## src/design/tevheap_pkg.sv

```systemverilog
// Shared types and constants for the timed event min-heap.
`timescale 1ns / 1ps
`default_nettype none

package tevheap_pkg;

  // Fixed field widths of the stream items.
  localparam int unsigned TimeW    = 32;
  localparam int unsigned IdFieldW = 16;
  localparam int unsigned CountW   = 5;

  // Packed stream layouts.
  localparam int unsigned InDataW  = 80;  // event_time, event_id, now
  localparam int unsigned OutDataW = 56;  // fired_id, fired_time, entry_count, pad
  localparam int unsigned OutUserW = 2;   // fired, overflow

  // Bit positions inside the input tdata.
  localparam int unsigned InTimeLsb = 0;
  localparam int unsigned InIdLsb   = InTimeLsb + TimeW;
  localparam int unsigned InNowLsb  = InIdLsb + IdFieldW;

  // An entry more than this far ahead of now is taken as already past.
  localparam logic [TimeW-1:0] WrapLimit = 32'h8000_0000;

  // Item kind carried in the input tuser.
  typedef enum logic {
    KIND_ENQ  = 1'b0,
    KIND_TICK = 1'b1
  } kind_e;

  // Sequencer states.
  typedef enum logic [3:0] {
    ST_IDLE,
    ST_UP_CMP,
    ST_UP_PLACE,
    ST_TK_CHK,
    ST_DN_RD,
    ST_DN_CMP,
    ST_DN_PLACE,
    ST_FIN
  } state_e;

endpackage

`default_nettype wire

```

## src/design/timed_event_min_heap_unit.sv

```systemverilog
// Top level of the timed event min-heap: sequencer, sift datapath and result register.
//
//   Channel  Dir  tdata (low bit up)                          tuser
//   s_axis   in   event_time, event_id, now                   kind
//   m_axis   out  fired_id, fired_time, entry_count, 3'b0     fired, overflow
//
// One item is worked on at a time; as each heap level is walked, a parent or a
// child pair is read from the registered entry memory while the previous level is
// written back. An enqueue sifts up and a tick that pops sifts down, each over at
// most log2(DEPTH) heap levels; an overflow or a tick on an empty heap walks none,
// and neither does a tick whose root is not yet due.
// The next item can be taken in the cycle after a result is loaded.
// Reset clears the sequencer, the entry count and the result valid; the memory
// is not cleared. A stalled result waits in the output register while the next
// item is taken and worked on; that item then holds in its last state.
`timescale 1ns / 1ps
`default_nettype none

module timed_event_min_heap_unit #(
  parameter int unsigned DEPTH   = 16,
  parameter int unsigned ID_BITS = 16
) (
  input  logic                              clk_i,
  input  logic                              rst_ni,
  input  logic                              s_axis_tvalid,
  output logic                              s_axis_tready,
  // event_time[31:0], event_id[47:32], now[79:48]
  input  logic [tevheap_pkg::InDataW-1:0]   s_axis_tdata,
  // kind[0]
  input  logic                              s_axis_tuser,
  output logic                              m_axis_tvalid,
  input  logic                              m_axis_tready,
  // fired_id[15:0], fired_time[47:16], entry_count[52:48], zero[55:53]
  output logic [tevheap_pkg::OutDataW-1:0]  m_axis_tdata,
  // fired[0], overflow[1]
  output logic [tevheap_pkg::OutUserW-1:0]  m_axis_tuser
);

  import tevheap_pkg::*;

  localparam int unsigned CW = $clog2(DEPTH + 1);
  localparam int unsigned AW = $clog2(DEPTH);
  localparam int unsigned LW = CW + 1;
  localparam int unsigned EW = TimeW + ID_BITS;

  typedef struct packed {
    logic [TimeW-1:0]   et;
    logic [ID_BITS-1:0] eid;
  } entry_t;

  // State registers.
  state_e             state_q, state_d;
  logic [CW-1:0]      count_q, count_d;
  logic [CW-1:0]      pos_q, pos_d;
  entry_t             cur_q, cur_d;
  logic [TimeW-1:0]   now_q, now_d;
  logic               res_fired_q, res_fired_d;
  logic               res_ovf_q, res_ovf_d;
  logic [TimeW-1:0]   res_time_q, res_time_d;
  logic [ID_BITS-1:0] res_id_q, res_id_d;
  logic               out_valid_q, out_valid_d;
  logic [OutDataW-1:0] out_data_q, out_data_d;
  logic [OutUserW-1:0] out_user_q, out_user_d;

  // Memory port signals.
  logic          mem_we;
  logic [AW-1:0] mem_waddr, mem_raddr0, mem_raddr1;
  entry_t        mem_wdata, mem_rdata0, mem_rdata1;

  // Input unpacking.
  logic               in_acc;
  logic [TimeW-1:0]   in_time, in_now;
  logic [31:0]        in_id_wide;
  entry_t             in_entry;
  kind_e              in_kind;

  assign in_acc     = s_axis_tvalid && s_axis_tready;
  assign in_time    = s_axis_tdata[InTimeLsb +: TimeW];
  assign in_now     = s_axis_tdata[InNowLsb +: TimeW];
  assign in_id_wide = {16'b0, s_axis_tdata[InIdLsb +: IdFieldW]};
  assign in_entry   = '{et: in_time, eid: in_id_wide[ID_BITS-1:0]};
  assign in_kind    = kind_e'(s_axis_tuser);

  // Entry memory.
  tevheap_store #(
    .DEPTH (DEPTH),
    .WIDTH (EW)
  ) u_store (
    .clk_i      (clk_i),
    .wr_en_i    (mem_we),
    .wr_addr_i  (mem_waddr),
    .wr_data_i  (mem_wdata),
    .rd0_addr_i (mem_raddr0),
    .rd1_addr_i (mem_raddr1),
    .rd0_data_o (mem_rdata0),
    .rd1_data_o (mem_rdata1)
  );

  // Shared decisions.
  logic          heap_full, heap_empty, count_one;
  logic [CW-1:0] enq_pos, parent_pos;
  logic          parent_is_root, up_stop;
  logic          waiting;
  logic [TimeW-1:0] ahead;
  logic [LW-1:0] left_pos, count_ext, right_pos;
  logic          has_left, right_ok, left_wins, go_right, move_down;
  logic [TimeW-1:0] min_time;
  logic [CW-1:0] child_pos;
  entry_t        child_entry;
  logic [LW-1:0] next_left;
  logic          next_has_left;
  logic          out_free;

  assign heap_full      = (count_q == CW'(DEPTH));
  assign heap_empty     = (count_q == '0);
  assign count_one      = (count_q == CW'(1));
  assign enq_pos        = count_q + CW'(1);
  assign parent_pos     = pos_q >> 1;
  assign parent_is_root = (parent_pos == CW'(1));
  // The child moves up unless it is strictly later than its parent.
  assign up_stop        = (cur_q.et > mem_rdata0.et);

  // Due check on the root.
  assign ahead   = mem_rdata0.et - now_q;
  assign waiting = (now_q < mem_rdata0.et) && (ahead <= WrapLimit);

  // Sift-down child selection, left child kept on ties.
  assign left_pos      = {pos_q, 1'b0};
  assign count_ext     = {1'b0, count_q};
  assign right_pos     = left_pos + LW'(1);
  assign has_left      = (left_pos <= count_ext);
  assign right_ok      = (right_pos <= count_ext);
  assign left_wins     = (cur_q.et > mem_rdata0.et);
  assign min_time      = left_wins ? mem_rdata0.et : cur_q.et;
  assign go_right      = right_ok && (min_time > mem_rdata1.et);
  assign move_down     = left_wins || go_right;
  assign child_pos     = go_right ? right_pos[CW-1:0] : left_pos[CW-1:0];
  assign child_entry   = go_right ? mem_rdata1 : mem_rdata0;
  assign next_left     = {child_pos, 1'b0};
  assign next_has_left = (next_left <= count_ext);

  assign out_free = !out_valid_q || m_axis_tready;

  // Next state.
  always_comb begin
    state_d = state_q;
    case (state_q)
      ST_IDLE: begin
        if (in_acc) begin
          if (in_kind == KIND_ENQ) begin
            if (heap_full) begin
              state_d = ST_FIN;
            end else if (heap_empty) begin
              state_d = ST_UP_PLACE;
            end else begin
              state_d = ST_UP_CMP;
            end
          end else if (heap_empty) begin
            state_d = ST_FIN;
          end else begin
            state_d = ST_TK_CHK;
          end
        end
      end
      ST_UP_CMP: begin
        if (up_stop) begin
          state_d = ST_FIN;
        end else if (parent_is_root) begin
          state_d = ST_UP_PLACE;
        end
      end
      ST_UP_PLACE: state_d = ST_FIN;
      ST_TK_CHK: begin
        if (waiting || count_one) begin
          state_d = ST_FIN;
        end else begin
          state_d = ST_DN_RD;
        end
      end
      ST_DN_RD: begin
        if (has_left) begin
          state_d = ST_DN_CMP;
        end else begin
          state_d = ST_FIN;
        end
      end
      ST_DN_CMP: begin
        if (!move_down) begin
          state_d = ST_FIN;
        end else if (!next_has_left) begin
          state_d = ST_DN_PLACE;
        end
      end
      ST_DN_PLACE: state_d = ST_FIN;
      ST_FIN: begin
        if (out_free) begin
          state_d = ST_IDLE;
        end
      end
      default: state_d = ST_IDLE;
    endcase
  end

  // Datapath, memory ports and result staging.
  always_comb begin
    count_d     = count_q;
    pos_d       = pos_q;
    cur_d       = cur_q;
    now_d       = now_q;
    res_fired_d = res_fired_q;
    res_ovf_d   = res_ovf_q;
    res_time_d  = res_time_q;
    res_id_d    = res_id_q;
    mem_we      = 1'b0;
    mem_waddr   = AW'(pos_q - CW'(1));
    mem_wdata   = cur_q;
    mem_raddr0  = '0;
    mem_raddr1  = '0;
    case (state_q)
      ST_IDLE: begin
        if (in_acc) begin
          now_d       = in_now;
          res_fired_d = 1'b0;
          res_ovf_d   = 1'b0;
          res_time_d  = '0;
          res_id_d    = '0;
          if (in_kind == KIND_ENQ) begin
            if (heap_full) begin
              res_ovf_d = 1'b1;
            end else begin
              // Open a slot at the end and fetch its parent.
              count_d    = enq_pos;
              pos_d      = enq_pos;
              cur_d      = in_entry;
              mem_raddr0 = AW'((enq_pos >> 1) - CW'(1));
            end
          end else if (!heap_empty) begin
            // Fetch root and last entry together.
            mem_raddr0 = '0;
            mem_raddr1 = AW'(count_q - CW'(1));
          end
        end
      end
      ST_UP_CMP: begin
        mem_we = 1'b1;
        if (!up_stop) begin
          // Parent drops into the hole; fetch the next parent up.
          mem_wdata  = mem_rdata0;
          pos_d      = parent_pos;
          mem_raddr0 = AW'((parent_pos >> 1) - CW'(1));
        end
      end
      ST_UP_PLACE: mem_we = 1'b1;
      ST_TK_CHK: begin
        if (!waiting) begin
          res_fired_d = 1'b1;
          res_time_d  = mem_rdata0.et;
          res_id_d    = mem_rdata0.eid;
          count_d     = count_q - CW'(1);
          cur_d       = mem_rdata1;
          pos_d       = CW'(1);
        end
      end
      ST_DN_RD: begin
        if (has_left) begin
          mem_raddr0 = AW'(left_pos - LW'(1));
          mem_raddr1 = AW'(left_pos);
        end else begin
          mem_we = 1'b1;
        end
      end
      ST_DN_CMP: begin
        mem_we = 1'b1;
        if (move_down) begin
          // Smaller child rises into the hole; fetch its children.
          mem_wdata  = child_entry;
          pos_d      = child_pos;
          mem_raddr0 = AW'(next_left - LW'(1));
          mem_raddr1 = AW'(next_left);
        end
      end
      ST_DN_PLACE: mem_we = 1'b1;
      ST_FIN: ;
      default: ;
    endcase
  end

  // Result register.
  logic [31:0] count_wide;
  logic [31:0] res_id_wide;

  assign count_wide  = 32'(count_q);
  assign res_id_wide = 32'(res_id_q);

  always_comb begin
    out_valid_d = out_valid_q && !m_axis_tready;
    out_data_d  = out_data_q;
    out_user_d  = out_user_q;
    if (state_q == ST_FIN && out_free) begin
      out_valid_d = 1'b1;
      out_data_d  = {3'b000, count_wide[CountW-1:0], res_time_q, res_id_wide[IdFieldW-1:0]};
      out_user_d  = {res_ovf_q, res_fired_q};
    end
  end

  // Control registers.
  always_ff @(posedge clk_i or negedge rst_ni) begin
    if (!rst_ni) begin
      state_q     <= ST_IDLE;
      count_q     <= '0;
      out_valid_q <= 1'b0;
    end else begin
      state_q     <= state_d;
      count_q     <= count_d;
      out_valid_q <= out_valid_d;
    end
  end

  // Payload registers.
  always_ff @(posedge clk_i) begin
    pos_q       <= pos_d;
    cur_q       <= cur_d;
    now_q       <= now_d;
    res_fired_q <= res_fired_d;
    res_ovf_q   <= res_ovf_d;
    res_time_q  <= res_time_d;
    res_id_q    <= res_id_d;
    out_data_q  <= out_data_d;
    out_user_q  <= out_user_d;
  end

  assign s_axis_tready = (state_q == ST_IDLE);
  assign m_axis_tvalid = out_valid_q;
  assign m_axis_tdata  = out_data_q;
  assign m_axis_tuser  = out_user_q;

  // Checks.
  a_count_bound : assert property (@(posedge clk_i) disable iff (!rst_ni)
    count_q <= CW'(DEPTH))
    else $error("entry count above capacity");

  a_write_in_heap : assert property (@(posedge clk_i) disable iff (!rst_ni)
    mem_we |-> (pos_q != '0) && (pos_q <= count_q))
    else $error("entry write outside the held entries");

  a_fire_xor_ovf : assert property (@(posedge clk_i) disable iff (!rst_ni)
    m_axis_tvalid |-> !(m_axis_tuser[0] && m_axis_tuser[1]))
    else $error("result both fired and overflowed");

  a_fin_loads : assert property (@(posedge clk_i) disable iff (!rst_ni)
    (state_q == ST_FIN) && out_free |=> m_axis_tvalid && (state_q == ST_IDLE))
    else $error("finished item not loaded into the result register");

endmodule

`default_nettype wire

```

## src/design/tevheap_store.sv

```systemverilog
// Heap entry memory: one write port, two registered read ports.
`timescale 1ns / 1ps
`default_nettype none

module tevheap_store #(
  parameter int unsigned DEPTH = 16,
  parameter int unsigned WIDTH = 48
) (
  input  logic                     clk_i,
  input  logic                     wr_en_i,
  input  logic [$clog2(DEPTH)-1:0] wr_addr_i,
  input  logic [WIDTH-1:0]         wr_data_i,
  input  logic [$clog2(DEPTH)-1:0] rd0_addr_i,
  input  logic [$clog2(DEPTH)-1:0] rd1_addr_i,
  output logic [WIDTH-1:0]         rd0_data_o,
  output logic [WIDTH-1:0]         rd1_data_o
);

  logic [WIDTH-1:0] mem_q [DEPTH];

  // Write port.
  always_ff @(posedge clk_i) begin
    if (wr_en_i) begin
      mem_q[wr_addr_i] <= wr_data_i;
    end
  end

  // Both read ports are registered: data comes back in the cycle after the address.
  always_ff @(posedge clk_i) begin
    rd0_data_o <= mem_q[rd0_addr_i];
    rd1_data_o <= mem_q[rd1_addr_i];
  end

endmodule

`default_nettype wire
```

## config.mk

```make
export PLATFORM = sky130hd
export DESIGN_NAME = timed_event_min_heap_unit
export DESIGN_NICKNAME = d
export VERILOG_FILES = /design/src/design/tevheap_pkg.sv /design/src/design/timed_event_min_heap_unit.sv /design/src/design/tevheap_store.sv
export SDC_FILE = /design/constraint.sdc
export NUM_CORES = 2
export LEC_CHECK = 0
export ABC_AREA = 1
export BUFFER_PORTS_ARGS = -buffer_cell sky130_fd_sc_hd__buf_2
export CAP_MARGIN = 20
export CORE_MARGIN = 2
export CORE_UTILIZATION = 30
export DETAILED_ROUTE_END_ITERATION = 8
export GPL_TIMING_DRIVEN = 0
export PLACE_DENSITY = 0.45
export SYNTH_ARGS = -nofsm -noshare
export SYNTH_HDL_FRONTEND = slang
export SYNTH_SLANG_ARGS = --single-unit
```

## constraint.sdc

```tcl
create_clock -name clk_i -period 7.5 [get_ports clk_i]
set_clock_uncertainty 0.15 [all_clocks]
set_input_delay 1.5 -clock clk_i [delete_from_list [all_inputs] [get_ports clk_i]]
set_output_delay 1.5 -clock clk_i [all_outputs]
set_load 0.02 [all_outputs]
```

==> impl_summary.txt <==
----------------------------------------------------
[STA]
  Slew at the pin with the worst max-slew slack ... 1220 ps
  Worst hold margin ... 267 ps
  Tightest slew margin relative to the limit ... 0.185
  Tmin final ... 7290 ps
  Fin. max-slew vios ... 0
  Ratio of final minimum period to clock period ... 0.972
  Number of setup violations in the final report ... 0
  Maximum clock frequency ... 137 MHz
  Final hold viol count ... 0
  Post-layout worst setup margin ... 210 ps
  Unrepaired setup endpoints after global routing ... yes

[Worst setup path]
  Critical path type ... flip-flop to flip-flop
  Critical path's largest stage delay ... 640 ps
  Master of the slowest instance on the critical path ... sky130_fd_sc_hd__clkbuf_1
  Endpoint arrival time on the critical path ... 7740 ps
  CP dominant cell by count ... sky130_fd_sc_hd__nand2_1
  Crit path required time ... 7950 ps
  Critical-path maximum fanout ... 10
  Setup crit start kind ... flip-flop
  Kind of capture point of the worst setup path ... flip-flop
  R2R depth ... 32

[Power]
  Power density of the placed cells ... 558 nW/µm²
  Peak supply drop ... 0.260 mV
  Reported leakage power ... 28.7 nW

[Clock tree]
  Sinks on the clock net ... 1063
  TritonCTS clock tree ... yes
  Number of buffers added to fix hold violations after cts ... 0
  Worst-skew pair later-pin latency ... 810 ps
  Number of buffers on the longest clock path ... 3
  Root cell of the clock tree ... sky130_fd_sc_hd__clkbuf_16
  H-Tree Level Count ... 4
  Number of buffers created by CTS ... 130
  Clock transition at the registers of the reported paths ... 60 ps

[Run]
  Max Cap Violations ... 0

[Worst hold path]
  Cells on Worst Hold Path ... 0
  Kind of path behind the tightest hold check ... flip-flop to flip-flop

[Floorplan]
  Ports placed on the boundary ... 145
  Die footprint ... 193000 µm²
  Core area ... 188000 µm²
  Horizontal extent of the die ... 440 µm
  Height of the die ... 440 µm
  Cell Rows ... 159
  Initial standard-cell utilization of the core ... 0.302

[Synthesis]
  Ys Warns ... 0
  Number of standard cells after synthesis ... 6645
  Most instantiated flip-flop cell in the synthesis netlist ... sky130_fd_sc_hd__edfxtp_1
  Synthesis-stage register bit count ... 1063
  Post-synth EDFFs ... 958
  Mean Syn Cell Area ... 8.57 µm²
  Share of async-settable or async-resettable flops after synthesis ... 0.00847
  Part of the Yosys area used for sequential elements ... 0.543
  Synthesized cell area ... 56900 µm²
  Number of library cell types mapped by synthesis ... 53

[Placed design]
  Post-detailed-placement half-perimeter wirelength ... 203000 µm
  Place WS ... -1160 ps
  Dpl cell area ... 62400 µm²
  RePlAce Congestion ... 0.942
  Number of buffer cells added on primary ports ... 141

[Status]
  Run status ... finished clean

[Layout]
  Area growth from synthesis to final layout ... 17.5%
  Layout Nets ... 7221
  Area taken by flip-flops and latches ... 30900 µm²
  Fraction of final layout cells sized beyond drive strength 1 ... 0.117
  Post-Layout Inst Area ... 66900 µm²
  Count of fill cells added during filler insertion ... 19500
  Area occupied by multi-input gates ... 20100 µm²

[Route]
  Number of violations reported at the end of detailed-routing iteration 0 ... 7265
  Final Routed Wirelength ... 284000 µm
  Post-DRT Antenna Nets ... 0
  Highest Signal Layer ... met5
  Metal-1 WL ... 112000 µm
  WL per Instance ... 29.5 µm
  Routed via count divided by cell count ... 5.41
  Overall via count from detail_route ... 52100
  Post-route DRC ... 0
  Detailed route wirelength on metal3 ... 28300 µm
  Wire length on met2 ... 127000 µm
  First-pass DRT Iterations ... 8

[GRT]
  Initial antenna violation count ... 24
  Sum of overflow across all layers after global routing ... 0
  Global-route wire length before repair ... 382000 µm
  Largest net degree at the start of global routing ... 37
  Aggregate global-route resource usage ... 0.286
  Vias in the first global route ... 49100

----------------------------------------------------
## final timing paths
path / slack, ps / from / to
setup / recovery: 210 / u_store.rd0_data_o[42] / u_store.rd0_data_o[16]
min in group asynchronous: 410 / rst_ni / m_axis_tvalid
hold reg to reg: 270 / res_id_q[3] / m_axis_tdata[3]
max in group asynchronous: 6600 / rst_ni / state_q[2]
setup reg to reg: 210 / u_store.rd0_data_o[42] / u_store.rd0_data_o[16]
hold / removal: 270 / res_id_q[3] / m_axis_tdata[3]
## repair_timing
item | in CTS | in global routing
resized for setup | 28 | 36
pin swaps | 1 | 2
buffers inserted | 1 | 1
gates cloned | 0 | 0
endpoints found under the setup margin | 368 | 211
## state kept, by name, summed over array words and instances (netlist names)
register,flops
u_store.mem_q,768
m_axis_tdata,53
cur_q,48
u_store.rd0_data_o,48
u_store.rd1_data_o,48
now_q,32
res_time_q,32
res_id_q,16
count_q,5
pos_q,5
state_q,3
m_axis_tuser,2
m_axis_tvalid,1
res_fired_q,1
res_ovf_q,1
## critical path: cells and delay by family (launching register included)
kind / cells / cell delay (ps)
simple gates: 21 / 3380
fa+ha+maj: 2 / 560
flops: 1 / 510
buf+inv: 8 / 2320
compound gates: 1 / 80
## cell usage in the layout (no fill, tap or decap), types with 22 or more instances in the layout
master                      synthesis  final
sky130_fd_sc_hd__edfxtp_1         958    958
sky130_fd_sc_hd__clkinv_2           0     22
sky130_fd_sc_hd__inv_1           1124   1123
sky130_fd_sc_hd__a21oi_1          253    252
sky130_fd_sc_hd__ha_1             115    115
sky130_fd_sc_hd__clkbuf_1         103    109
sky130_fd_sc_hd__buf_12             0     25
sky130_fd_sc_hd__o21ai_0          524    523
sky130_fd_sc_hd__dfxtp_1           96     96
sky130_fd_sc_hd__o211ai_1          63     63
sky130_fd_sc_hd__o21ai_1           65     64
sky130_fd_sc_hd__clkbuf_16          0    130
sky130_fd_sc_hd__buf_6             18     48
sky130_fd_sc_hd__nor2_1           342    328
sky130_fd_sc_hd__nand2_1         1351   1349
sky130_fd_sc_hd__nand3_1         1114   1113
sky130_fd_sc_hd__a211oi_1          32     32
sky130_fd_sc_hd__buf_4             19     41
sky130_fd_sc_hd__o22ai_1           22     22
sky130_fd_sc_hd__buf_2            250    381
## metrics by stage
stage / TNS, ps / total power, W / util / cells
6_report: 0 / 0.0373 / 0.356 / 9628
4_1_cts: 0 / 0.0366 / 0.355 / 9614
3_3_place_gp: -1244440 / 0.0296 / 0.323 / 9283
5_1_grt: -56.0 / 0.0388 / 0.355 / 9618
2_1_floorplan: 0 / 0.0204 / - / 6647
3_5_place_dp: -171550 / 0.0302 / 0.332 / 9378
## routing by layer
metal | vias up | track usage
met3 | 749 | 0.0731
met2 | 3191 | 0.455
met1 | 25200 | 0.359
met5 | - | 0
li1 | 22900 | -
met4 | 6 | 0.141
## kinds of logic after synthesis
kind of cell | count (synthesis) | synth area share
AO/OA/AOI/OAI | 1025 | 0.0992
other | 1 | 0.0000659
adder cells (fa/ha/maj) | 116 | 0.0256
buffers and inverters | 1542 | 0.111
flip-flops | 1063 | 0.543
XOR/XNOR | 20 | 0.00308
AND/OR/NAND/NOR | 2878 | 0.218
## cell type report
class,instances,share of cell area
diodes,10,0.000374
well taps,2495,0.0467
flip-flops and latches,1063,0.462
clock inverters,66,0.0106
clock buffers,169,0.0523
repair buffers,241,0.0323
multi-input cells,4042,0.300
plain buffers,404,0.0316
inverters,1138,0.0639
## where the power goes
| group | internal, W | switching (W) | leakage [nW] | total, W |
|---|---|---|---|---|
| registers | 0.00921 | 0.000637 | 9.63 | 0.00985 |
| clock network | 0.00361 | 0.00279 | 2.06 | 0.00640 |
| logic | 0.00513 | 0.0160 | 17.0 | 0.0211 |
| total | 0.0179 | 0.0194 | 28.7 | 0.0373 |
## Yosys cell counts, types with 3 or more instances
cell type                  instances  area, µm²
sky130_fd_sc_hd__a211oi_1         32        240
sky130_fd_sc_hd__a21oi_1         253       1270
sky130_fd_sc_hd__a221o_1           9       90.1
sky130_fd_sc_hd__a31oi_1           3       18.8
sky130_fd_sc_hd__and2_1            8       50.1
sky130_fd_sc_hd__and3_1            3       18.8
sky130_fd_sc_hd__buf_1            14       52.6
sky130_fd_sc_hd__buf_2           250       1250
sky130_fd_sc_hd__buf_4            19        143
sky130_fd_sc_hd__buf_6            18        203
sky130_fd_sc_hd__clkbuf_1        103        387
sky130_fd_sc_hd__dfrtp_1           9        225
sky130_fd_sc_hd__dfxtp_1          96       1920
sky130_fd_sc_hd__edfxtp_1        958      28800
sky130_fd_sc_hd__ha_1            115       1440
sky130_fd_sc_hd__inv_1          1124       4220
sky130_fd_sc_hd__inv_2            12       45.0
sky130_fd_sc_hd__nand2_1        1351       5070
sky130_fd_sc_hd__nand2_2           5       31.3
sky130_fd_sc_hd__nand3_1        1114       5580
sky130_fd_sc_hd__nand3b_1          5       37.5
sky130_fd_sc_hd__nand4_1          20        125
sky130_fd_sc_hd__nor2_1          342       1280
sky130_fd_sc_hd__nor2_4            3       33.8
sky130_fd_sc_hd__nor3_1           14       70.1
sky130_fd_sc_hd__o211ai_1         63        473
sky130_fd_sc_hd__o21a_1            3       22.5
sky130_fd_sc_hd__o21ai_0         524       2620
sky130_fd_sc_hd__o21ai_1          65        325
sky130_fd_sc_hd__o221ai_1         39        342
sky130_fd_sc_hd__o22ai_1          22        138
sky130_fd_sc_hd__xnor2_1           4       35.0
sky130_fd_sc_hd__xor2_1           16        140
(Power assumes the default switching activity.)
